`src/rtl/core/csv_record_field_splitter_macros.svh`:
```
// Assertion macros for the CSV record field splitter.
// Used at the end of the top level; expects clk and arst_n in scope.
`ifndef CSV_RECORD_FIELD_SPLITTER_MACROS_SVH
`define CSV_RECORD_FIELD_SPLITTER_MACROS_SVH

// same-cycle implication
`define CSV_RFS_ASSERT_NOW(label, ante, cons, msg) \
	label: assert property (@(posedge clk) disable iff (!arst_n) (ante) |-> (cons)) \
		else $error(msg);

// next-cycle implication
`define CSV_RFS_ASSERT_NEXT(label, ante, cons, msg) \
	label: assert property (@(posedge clk) disable iff (!arst_n) (ante) |=> (cons)) \
		else $error(msg);

`endif

```
`src/rtl/core/csv_rfs_pkg.sv`:
```
// Shared types and constants for the CSV record field splitter.
// No dependencies.
package csv_rfs_pkg;

	localparam logic [7:0] CH_QUOTE = 8'h22;
	localparam logic [7:0] CH_COMMA = 8'h2C;
	localparam logic [7:0] CH_CR    = 8'h0D;
	localparam logic [7:0] CH_LF    = 8'h0A;

	localparam logic [1:0] ST_OK        = 2'd0;
	localparam logic [1:0] ST_FIELD_CAP = 2'd1;
	localparam logic [1:0] ST_ROW_CAP   = 2'd2;
	localparam logic [1:0] ST_HALTED    = 2'd3;

	localparam logic [1:0] CFG_FIELD_LIMIT = 2'd0;
	localparam logic [1:0] CFG_ROW_LIMIT   = 2'd1;

	typedef enum logic [7:0] {
		M_ROW_START   = 8'b0000_0001,
		M_FIELD_START = 8'b0000_0010,
		M_UNQUOTED    = 8'b0000_0100,
		M_QUOTED      = 8'b0000_1000,
		M_QUOTE_SEEN  = 8'b0001_0000,
		M_AFTER_CLOSE = 8'b0010_0000,
		M_SKIP_ROW    = 8'b0100_0000,
		M_HALTED      = 8'b1000_0000
	} mode_t;

	typedef struct packed {
		logic        has_byte;
		logic [7:0]  content_byte;
		logic        field_done;
		logic        row_done;
		logic [15:0] field_number;
		logic [1:0]  status;
		logic        last_of_run;
	} result_t;

	// parser to top: words produced by the current byte, halt flag
	typedef struct packed {
		logic [1:0] npush;
		logic       halted;
	} psr_stat_t;

endpackage

```
`src/rtl/core/csv_record_field_splitter.sv`:
```
// CSV record field splitter: raw CSV bytes in, unescaped field bytes and
// field/row end marks out. Depends on csv_rfs_pkg, csv_rfs_parser,
// csv_rfs_resq and csv_record_field_splitter_macros.svh.
//
// Input channel (in_valid/in_ready) takes one text byte per word with an
// end_of_input flag. Output channel (out_valid/out_ready) gives result words;
// a byte makes zero, one or two of them, the final one marked last_of_run.
// Config channel (cfg_valid/cfg_ready, always ready) writes field_limit
// (index 0) and row_limit (index 1); write only while the block is idle.
// Path: a byte is registered, then parsed once the result queue has room,
// and its results are written into the result queue that drives the output.
// Throughput: one byte per cycle while results are drained; the parse step
// needs two free queue slots, so bytes that make two results take two
// words of output bandwidth at the drain side.
// Reset clears parser state, queue and limits (no limit).
// When the receiver stalls, the queue fills and in_ready drops once fewer
// than two slots are free; nothing is lost.
`include "csv_record_field_splitter_macros.svh"

module csv_record_field_splitter #(
	parameter int RES_DEPTH = 4
) (
	input  logic        clk,
	input  logic        arst_n,
	input  logic        in_valid,
	output logic        in_ready,
	input  logic [7:0]  text_byte,
	input  logic        end_of_input,
	output logic        out_valid,
	input  logic        out_ready,
	output logic        has_byte,
	output logic [7:0]  content_byte,
	output logic        field_done,
	output logic        row_done,
	output logic [15:0] field_number,
	output logic [1:0]  status,
	output logic        last_of_run,
	input  logic        cfg_valid,
	output logic        cfg_ready,
	input  logic [1:0]  cfg_index,
	input  logic [31:0] cfg_data
);
	import csv_rfs_pkg::*;

	localparam int CW = $clog2(RES_DEPTH + 1);

	logic        valid_s1;
	logic [7:0]  byte_s1;
	logic        eof_s1;
	logic [15:0] field_limit_q;
	logic [31:0] row_limit_q;
	logic        fire, room;
	logic [1:0]  push_cnt;
	logic [CW-1:0] occ;
	result_t     res0, res1, rd;
	psr_stat_t   psr_stat;

	assign cfg_ready = 1'b1;
	assign fire      = valid_s1 && room;
	assign in_ready  = !valid_s1 || fire;
	assign push_cnt  = fire ? psr_stat.npush : 2'd0;

	always_ff @(posedge clk or negedge arst_n) begin
		if (!arst_n) begin
			field_limit_q <= 16'd0;
			row_limit_q   <= 32'd0;
		end else if (cfg_valid && cfg_ready) begin
			case (cfg_index)
				CFG_FIELD_LIMIT: field_limit_q <= cfg_data[15:0];
				CFG_ROW_LIMIT:   row_limit_q   <= cfg_data;
				default: begin
				end
			endcase
		end
	end

	always_ff @(posedge clk or negedge arst_n) begin
		if (!arst_n) begin
			valid_s1 <= 1'b0;
		end else if (in_ready) begin
			valid_s1 <= in_valid;
		end
	end

	always_ff @(posedge clk) begin
		if (in_valid && in_ready) begin
			byte_s1 <= text_byte;
			eof_s1  <= end_of_input;
		end
	end

	csv_rfs_parser u_parser (
		.clk         (clk),
		.arst_n      (arst_n),
		.fire        (fire),
		.byte_in     (byte_s1),
		.eof_in      (eof_s1),
		.field_limit (field_limit_q),
		.row_limit   (row_limit_q),
		.res0        (res0),
		.res1        (res1),
		.stat        (psr_stat)
	);

	csv_rfs_resq #(
		.DEPTH (RES_DEPTH)
	) u_resq (
		.clk       (clk),
		.arst_n    (arst_n),
		.push_cnt  (push_cnt),
		.wr0       (res0),
		.wr1       (res1),
		.room      (room),
		.occupancy (occ),
		.out_valid (out_valid),
		.out_ready (out_ready),
		.rd_data   (rd)
	);

	assign has_byte     = rd.has_byte;
	assign content_byte = rd.content_byte;
	assign field_done   = rd.field_done;
	assign row_done     = rd.row_done;
	assign field_number = rd.field_number;
	assign status       = rd.status;
	assign last_of_run  = rd.last_of_run;

	`CSV_RFS_ASSERT_NOW(a_two_words_last, fire && psr_stat.npush == 2'd2, !res0.last_of_run && res1.last_of_run, "only the second of two words may be last")
	`CSV_RFS_ASSERT_NOW(a_queue_bound, 1'b1, occ <= CW'(RES_DEPTH), "result queue overflow")
	`CSV_RFS_ASSERT_NOW(a_halted_word, fire && psr_stat.halted, psr_stat.npush == 2'd1 && res0.status == ST_HALTED, "halted byte must give one halted word")
	`CSV_RFS_ASSERT_NEXT(a_row_cap_halts, fire && !eof_s1 && psr_stat.npush != 2'd0 && res0.status == ST_ROW_CAP, psr_stat.halted, "row cap did not halt parser")

endmodule

```
`src/rtl/core/csv_rfs_parser.sv`:
```
// Parser state and combinational byte step: up to two result words per byte.
// Depends on csv_rfs_pkg.
module csv_rfs_parser (
	input  logic                  clk,
	input  logic                  arst_n,
	input  logic                  fire,
	input  logic [7:0]            byte_in,
	input  logic                  eof_in,
	input  logic [15:0]           field_limit,
	input  logic [31:0]           row_limit,
	output csv_rfs_pkg::result_t  res0,
	output csv_rfs_pkg::result_t  res1,
	output csv_rfs_pkg::psr_stat_t stat
);
	import csv_rfs_pkg::*;

	mode_t       mode_q, mode_d;
	logic [15:0] fir_q, fir_d;
	logic [31:0] rows_q, rows_d;

	always_comb begin
		mode_t       mode1, mode2;
		logic [15:0] fir1, fir2;
		logic [31:0] rows1;
		logic        is_line, is_term, is_comma, is_quote;
		logic        do_term, do_rowend, rowend_fd, row_cap, va, vb;
		result_t     ra, rb;

		is_comma = (byte_in == CH_COMMA);
		is_quote = (byte_in == CH_QUOTE);
		is_line  = (byte_in == CH_CR) || (byte_in == CH_LF);
		is_term  = is_comma || is_line;

		mode1 = mode_q;
		fir1  = fir_q;
		rows1 = rows_q;
		if (mode_q == M_ROW_START && !is_line) begin
			rows1 = (rows_q != 32'hFFFF_FFFF) ? rows_q + 32'd1 : rows_q;
			fir1  = 16'd1;
			mode1 = M_FIELD_START;
		end

		mode2     = mode1;
		fir2      = fir1;
		do_term   = 1'b0;
		do_rowend = 1'b0;
		rowend_fd = 1'b0;
		va        = 1'b0;
		ra        = '0;

		case (mode1)
			M_FIELD_START: begin
				if (is_quote) begin
					mode2 = M_QUOTED;
				end else if (is_term) begin
					do_term = 1'b1;
				end else begin
					va          = 1'b1;
					ra.has_byte = 1'b1;
					mode2       = M_UNQUOTED;
				end
			end
			M_UNQUOTED: begin
				if (is_term) begin
					do_term = 1'b1;
				end else begin
					va          = 1'b1;
					ra.has_byte = 1'b1;
				end
			end
			M_QUOTED: begin
				if (is_quote) begin
					mode2 = M_QUOTE_SEEN;
				end else begin
					va          = 1'b1;
					ra.has_byte = 1'b1;
				end
			end
			M_QUOTE_SEEN: begin
				if (is_quote) begin
					va          = 1'b1;
					ra.has_byte = 1'b1;
					mode2       = M_QUOTED;
				end else if (is_term) begin
					do_term = 1'b1;
				end else begin
					mode2 = M_AFTER_CLOSE;
				end
			end
			M_AFTER_CLOSE: begin
				if (is_term) begin
					do_term = 1'b1;
				end
			end
			M_SKIP_ROW: begin
				if (is_line) begin
					do_rowend = 1'b1;
				end
			end
			M_HALTED: begin
				va        = 1'b1;
				ra.status = ST_HALTED;
			end
			default: begin
			end
		endcase

		if (do_term) begin
			if (is_comma) begin
				va            = 1'b1;
				ra.field_done = 1'b1;
				if (field_limit != 16'd0 && fir1 >= field_limit) begin
					ra.status = ST_FIELD_CAP;
					mode2     = M_SKIP_ROW;
				end else begin
					fir2  = (fir1 != 16'hFFFF) ? fir1 + 16'd1 : fir1;
					mode2 = M_FIELD_START;
				end
			end else begin
				do_rowend = 1'b1;
				rowend_fd = 1'b1;
			end
		end

		row_cap = (row_limit != 32'd0) && (rows1 >= row_limit);
		if (do_rowend) begin
			va            = 1'b1;
			ra.field_done = rowend_fd;
			ra.row_done   = 1'b1;
			ra.status     = row_cap ? ST_ROW_CAP : ST_OK;
			mode2         = row_cap ? M_HALTED : M_ROW_START;
		end

		ra.content_byte = ra.has_byte ? byte_in : 8'd0;
		ra.field_number = (mode1 != M_HALTED && fir1 != 16'd0) ? fir1 - 16'd1 : 16'd0;

		// end of input closes an open field or a dropped row
		vb = eof_in && (mode2 != M_ROW_START) && (mode2 != M_HALTED);
		rb              = '0;
		rb.field_done   = (mode2 != M_SKIP_ROW);
		rb.row_done     = 1'b1;
		rb.status       = ST_OK;
		rb.field_number = (fir2 != 16'd0) ? fir2 - 16'd1 : 16'd0;
		rb.last_of_run  = 1'b1;
		ra.last_of_run  = !vb;

		res0 = va ? ra : rb;
		res1 = rb;
		stat.npush  = {1'b0, va} + {1'b0, vb};
		stat.halted = (mode_q == M_HALTED);

		if (eof_in) begin
			mode_d = M_ROW_START;
			fir_d  = 16'd0;
			rows_d = 32'd0;
		end else begin
			mode_d = mode2;
			fir_d  = fir2;
			rows_d = rows1;
		end
	end

	always_ff @(posedge clk or negedge arst_n) begin
		if (!arst_n) begin
			mode_q <= M_ROW_START;
			fir_q  <= 16'd0;
			rows_q <= 32'd0;
		end else if (fire) begin
			mode_q <= mode_d;
			fir_q  <= fir_d;
			rows_q <= rows_d;
		end
	end

endmodule

```
`src/rtl/core/csv_rfs_resq.sv`:
```
// Result queue: takes up to two words per cycle, gives one per cycle while out_ready is high.
// Depends on csv_rfs_pkg.
module csv_rfs_resq #(
	parameter int DEPTH = 4
) (
	input  logic                        clk,
	input  logic                        arst_n,
	input  logic [1:0]                  push_cnt,
	input  csv_rfs_pkg::result_t        wr0,
	input  csv_rfs_pkg::result_t        wr1,
	output logic                        room,
	output logic [$clog2(DEPTH+1)-1:0]  occupancy,
	output logic                        out_valid,
	input  logic                        out_ready,
	output csv_rfs_pkg::result_t        rd_data
);
	import csv_rfs_pkg::*;

	localparam int AW = (DEPTH > 1) ? $clog2(DEPTH) : 1;
	localparam int CW = $clog2(DEPTH + 1);

	result_t        mem_q [DEPTH];
	logic [AW-1:0]  wp_q, rp_q, wp1, wp2, rp1;
	logic [CW-1:0]  cnt_q;
	logic           pop;

	function automatic logic [AW-1:0] ptr_inc(input logic [AW-1:0] p);
		ptr_inc = (p == AW'(DEPTH - 1)) ? '0 : p + AW'(1);
	endfunction

	assign wp1       = ptr_inc(wp_q);
	assign wp2       = ptr_inc(wp1);
	assign rp1       = ptr_inc(rp_q);
	assign pop       = out_valid && out_ready;
	assign out_valid = (cnt_q != '0);
	assign rd_data   = mem_q[rp_q];
	assign room      = (cnt_q <= CW'(DEPTH - 2));
	assign occupancy = cnt_q;

	always_ff @(posedge clk) begin
		if (push_cnt != 2'd0) begin
			mem_q[wp_q] <= wr0;
		end
		if (push_cnt == 2'd2) begin
			mem_q[wp1] <= wr1;
		end
	end

	always_ff @(posedge clk or negedge arst_n) begin
		if (!arst_n) begin
			wp_q  <= '0;
			rp_q  <= '0;
			cnt_q <= '0;
		end else begin
			case (push_cnt)
				2'd1:    wp_q <= wp1;
				2'd2:    wp_q <= wp2;
				default: wp_q <= wp_q;
			endcase
			if (pop) begin
				rp_q <= rp1;
			end
			cnt_q <= cnt_q + CW'(push_cnt) - CW'(pop);
		end
	end

endmodule

```
`config.mk`:
```
export PLATFORM = sky130hd
export DESIGN_NAME = csv_record_field_splitter
export DESIGN_NICKNAME = d
export VERILOG_FILES = /design/src/rtl/core/csv_rfs_pkg.sv /design/src/rtl/core/csv_record_field_splitter.sv /design/src/rtl/core/csv_rfs_parser.sv /design/src/rtl/core/csv_rfs_resq.sv
export VERILOG_INCLUDE_DIRS = /design/src /design/src/rtl/core
export SDC_FILE = /design/constraint.sdc
export NUM_CORES = 1
export LEC_CHECK = 0
export BUFFER_PORTS_ARGS = -buffer_cell sky130_fd_sc_hd__buf_2
export CORE_ASPECT_RATIO = 1.4
export CORE_UTILIZATION = 44
export CTS_CLUSTER_SIZE = 40
export DETAILED_ROUTE_END_ITERATION = 6
export SLEW_MARGIN = 40
export SYNTH_ARGS = -nofsm -noshare
export SYNTH_HDL_FRONTEND = slang
export SYNTH_SLANG_ARGS = --single-unit
export TNS_END_PERCENT = 20
```
`constraint.sdc`:
```
create_clock -name clk -period 6.4 [get_ports clk]
set_clock_uncertainty 0.2 [all_clocks]
set_input_delay 1.28 -clock clk [delete_from_list [all_inputs] [get_ports clk]]
set_output_delay 1.28 -clock clk [all_outputs]
set_load 0.05 [all_outputs]
```
==> flow_summary.yaml <==
synth:
  synth_seq_area_share_pct: 43.51
  ys_ff_latch: 241
  postSynthCellCount: 1422
  ys.flop_type: "dfrtp_1"
  synthArstFlopShare_pct: 46.47
  synth_warnings: 0
  synth_nets: 1538
  syn_area_per_cell_um2: 9.952
  synth_edf_count: 77
  synth_cell_types: 87
  netlist_area_mm2: 0.01415
pwr:
  peakVddDrop_mv: 0.2301
  powerDensity_mw_per_mm2: 440.6
  totalPowerFinal_mw: 7.238
  power.leakage_nw: 6.962
critical_path:
  cp.arrival_ps: 6230
  ff2ff_setup_slack_ps: 260
  reg2reg_to: "u_resq.mem_q[0][3]"
  cp.required_ps: 6490
  reg2reg_from: "byte_s1[6]"
  critical_path_class: "reg -> reg"
  crit_start: "byte_s1[6]"
  endpoint: "u_resq.mem_q[0][3]"
  path_max_fanout: 21
  end_kind: "register"
  start_kind: "register"
  reg2reg_depth: 22
finish:
  final_cell_mix: "nand2_1 (135), dfrtp_1 (110), nor2_1 (95)"
  syn_to_final_growth_pct: 16.06
  final_nets: 1655
  diodes: 0
  drive_gt1_share_pct: 20.72
  fin_util_pct: 51.98
  final_common_cell: "nand2_1"
cts:
  post-cts-setup-buffer-count: 0
  cts_buffers: 26
  cts_tree: "yes"
  clock_path_buffers: 3
  clock_latency_ps: 550
  htree_levels: 1
  clock-sinks: 241
  path_clk_slew_ps: 70
  root_buffer: "clkbuf_16"
placement:
  port_buffers: 79
  dp_hpwl_mm: 28.41
  dp_slack_ps: 0.4907
  gp_congestion: 0.9530
floorplanning:
  pin_count: 81
  num_rows: 77
  die_area_mm2: 0.03290
  fp.dieH_um: 214.2
  die_w_um: 153.6
  start_util_pct: 44.79
  core-area_mm2: 0.03160
drt:
  drc: 0
  wirelength_mm: 38.93
  ant_nets: 0
  drtIter0Drc: 517
  via_count: 11430
  drt-pass1-iter-count: 6
  viasPerCell: 5.851
  wl_per_cell_um: 19.92
global_routing:
  grtUsageTotal_pct: 23.90
  antenna_found_initial: 0
  grt_overflow: 0
  use_met1_pct: 28.64
  grt_pass1_vias: 11710
  gr-usage-met3_pct: 2.223
  grt_max_degree: 73
  grt_pass1_wl_mm: 62.59
  met2_usage_pct: 43.44
  grt-busiest-layer: "met2"
timing:
  slew_viol_final: 0
  layout_min_cycle_time_ps: 6138
  post-route-period-util_pct: 95.91
  max_freq_mhz: 162.9
  worst_pin_slew_ps: 829.6
  finalHoldViolCount: 0
  slew-limit-headroom_pct: 44.70
  finalSetupViolations: 0
  layout_setup_ws_ps: 261.9
status:
  outcome: "finished, final reports clean"
run:
  maxCapViolCount: 0
hold_path:
  hold_path.class: "reg -> reg"
==> cell type report <==
class	instances	area, um2
Sequential cell	241	6158
Inverter	80	302.8
Timing Repair Buffer	162	1087
Multi-Input combinational cell	1028	7527
Clock buffer	35	733.2
Tap cell	395	494.2
Fill cell	2953	15170
Clock inverter	13	122.6
==> cell usage after synthesis, types with 6 or more instances <==
master / number / share of area [%]
nand2_1: 138 / 3.7
dfrtp_1: 111 / 20
nor2_1: 100 / 2.7
o21ai_0: 87 / 3.1
inv_1: 79 / 2.1
edfxtp_1: 77 / 16
ha_1: 67 / 5.9
a22o_1: 63 / 3.9
clkbuf_1: 63 / 1.7
a21oi_1: 57 / 2.0
dfxtp_1: 52 / 7.4
xnor2_1: 51 / 3.2
o22ai_1: 48 / 2.1
nor3_1: 38 / 1.3
mux2_2: 37 / 2.9
mux4_2: 30 / 4.8
a21o_1: 29 / 1.5
xor2_1: 26 / 1.6
nor4_1: 24 / 1.1
nand3_1: 22 / 0.78
nand4_1: 22 / 0.97
nand2b_1: 16 / 0.71
and2_1: 13 / 0.57
mux2i_1: 12 / 0.85
or3_1: 9 / 0.40
and4_1: 7 / 0.43
nor2b_1: 7 / 0.31
o211ai_1: 7 / 0.37
o31ai_1: 7 / 0.37
nor4b_1: 6 / 0.37
o21a_1: 6 / 0.32
or2_1: 6 / 0.27
==> cell families after synthesis <==
kind of cell,share of synthesized area (%)
and+or+nand+nor,15.84
AOI/OAI and AO/OA,16.98
DFF,43.51
buffers and inverters,4.244
muxes,8.567
xor gates and xnor gates,4.765
adders and majority gates,6.065
other,0.02650
==> stage by stage <==
stage | TNS, ps | cell area (um2) | hold slack (ps) | cells
CTS | 0 | 16360 | 249.7 | 1953
detailed placement | 0 | 15500 | 235.8 | 1905
global route | -20.68 | 16430 | 273.0 | 1954
floorplan | 0 | 14270 | 219.8 | 1422
finish | 0 | 16430 | 251.7 | 1954
global placement | 0 | 15500 | 231.1 | 1905
==> routing by layer <==
layer,routed length (um),up-vias
li1,-,5463
met1,15780,5533
met2,19960,335
met3,1631,102
met4,1565,0
met5,0,-
==> power breakdown <==
group / switching, mW / internal (mW)
registers: 0.209 / 2.00
clock network: 0.632 / 0.886
logic: 2.25 / 1.27
==> registers in the layout, summed over array words and instances, names as in the netlist <==
register          flops
u_resq.wp_q           2
u_resq.mem_q        120
u_parser.fir_q       16
u_resq.occupancy      3
u_resq.rp_q           2
valid_s1              1
field_limit_q        16
byte_s1               8
eof_s1                1
row_limit_q          32
u_parser.rows_q      32
u_parser.mode_q       8
==> worst min-delay path by stage <==
stage	depth (start not counted)	slack, ps	start	end
floorplan	2	220	u_resq.mem_q[1][1]	u_resq.mem_q[1][1]
global placement	1	230	u_resq.mem_q[2][29]	u_resq.mem_q[2][29]
detailed placement	1	240	u_resq.mem_q[2][29]	u_resq.mem_q[2][29]
CTS	1	250	u_resq.mem_q[2][29]	u_resq.mem_q[2][29]
global route	2	270	u_resq.mem_q[3][1]	u_resq.mem_q[3][1]
finish	1	250	u_resq.mem_q[3][29]	u_resq.mem_q[3][29]
==> worst max-delay path, stage by stage (launching register included) <==
cell,delay [ps]
edfxtp_1,380
or4b_4,590
a211oi_4,200
or2_1,180
buf_12,180
nand2_1,90
inv_1,110
ha_1,170
nand3_1,100
or2_4,260
or3b_2,460
o32a_1,220
a211o_4,400
and2_4,190
xnor2_4,210
ha_4,200
nand4_1,110
nor4_2,270
o211ai_2,140
or4b_4,600
or2_4,320
a21oi_4,180
o32ai_1,110
==> repair_timing <==
action | 4_1_cts | 5_1_grt
pin swaps | 0 | 1
cloned | 0 | 1
hold buffers | 0 | 0
gates resized for setup | 1 | 16
setup endpoints to repair | 40 | 117
No activity file was read; power rests on OpenSTA's default activity.
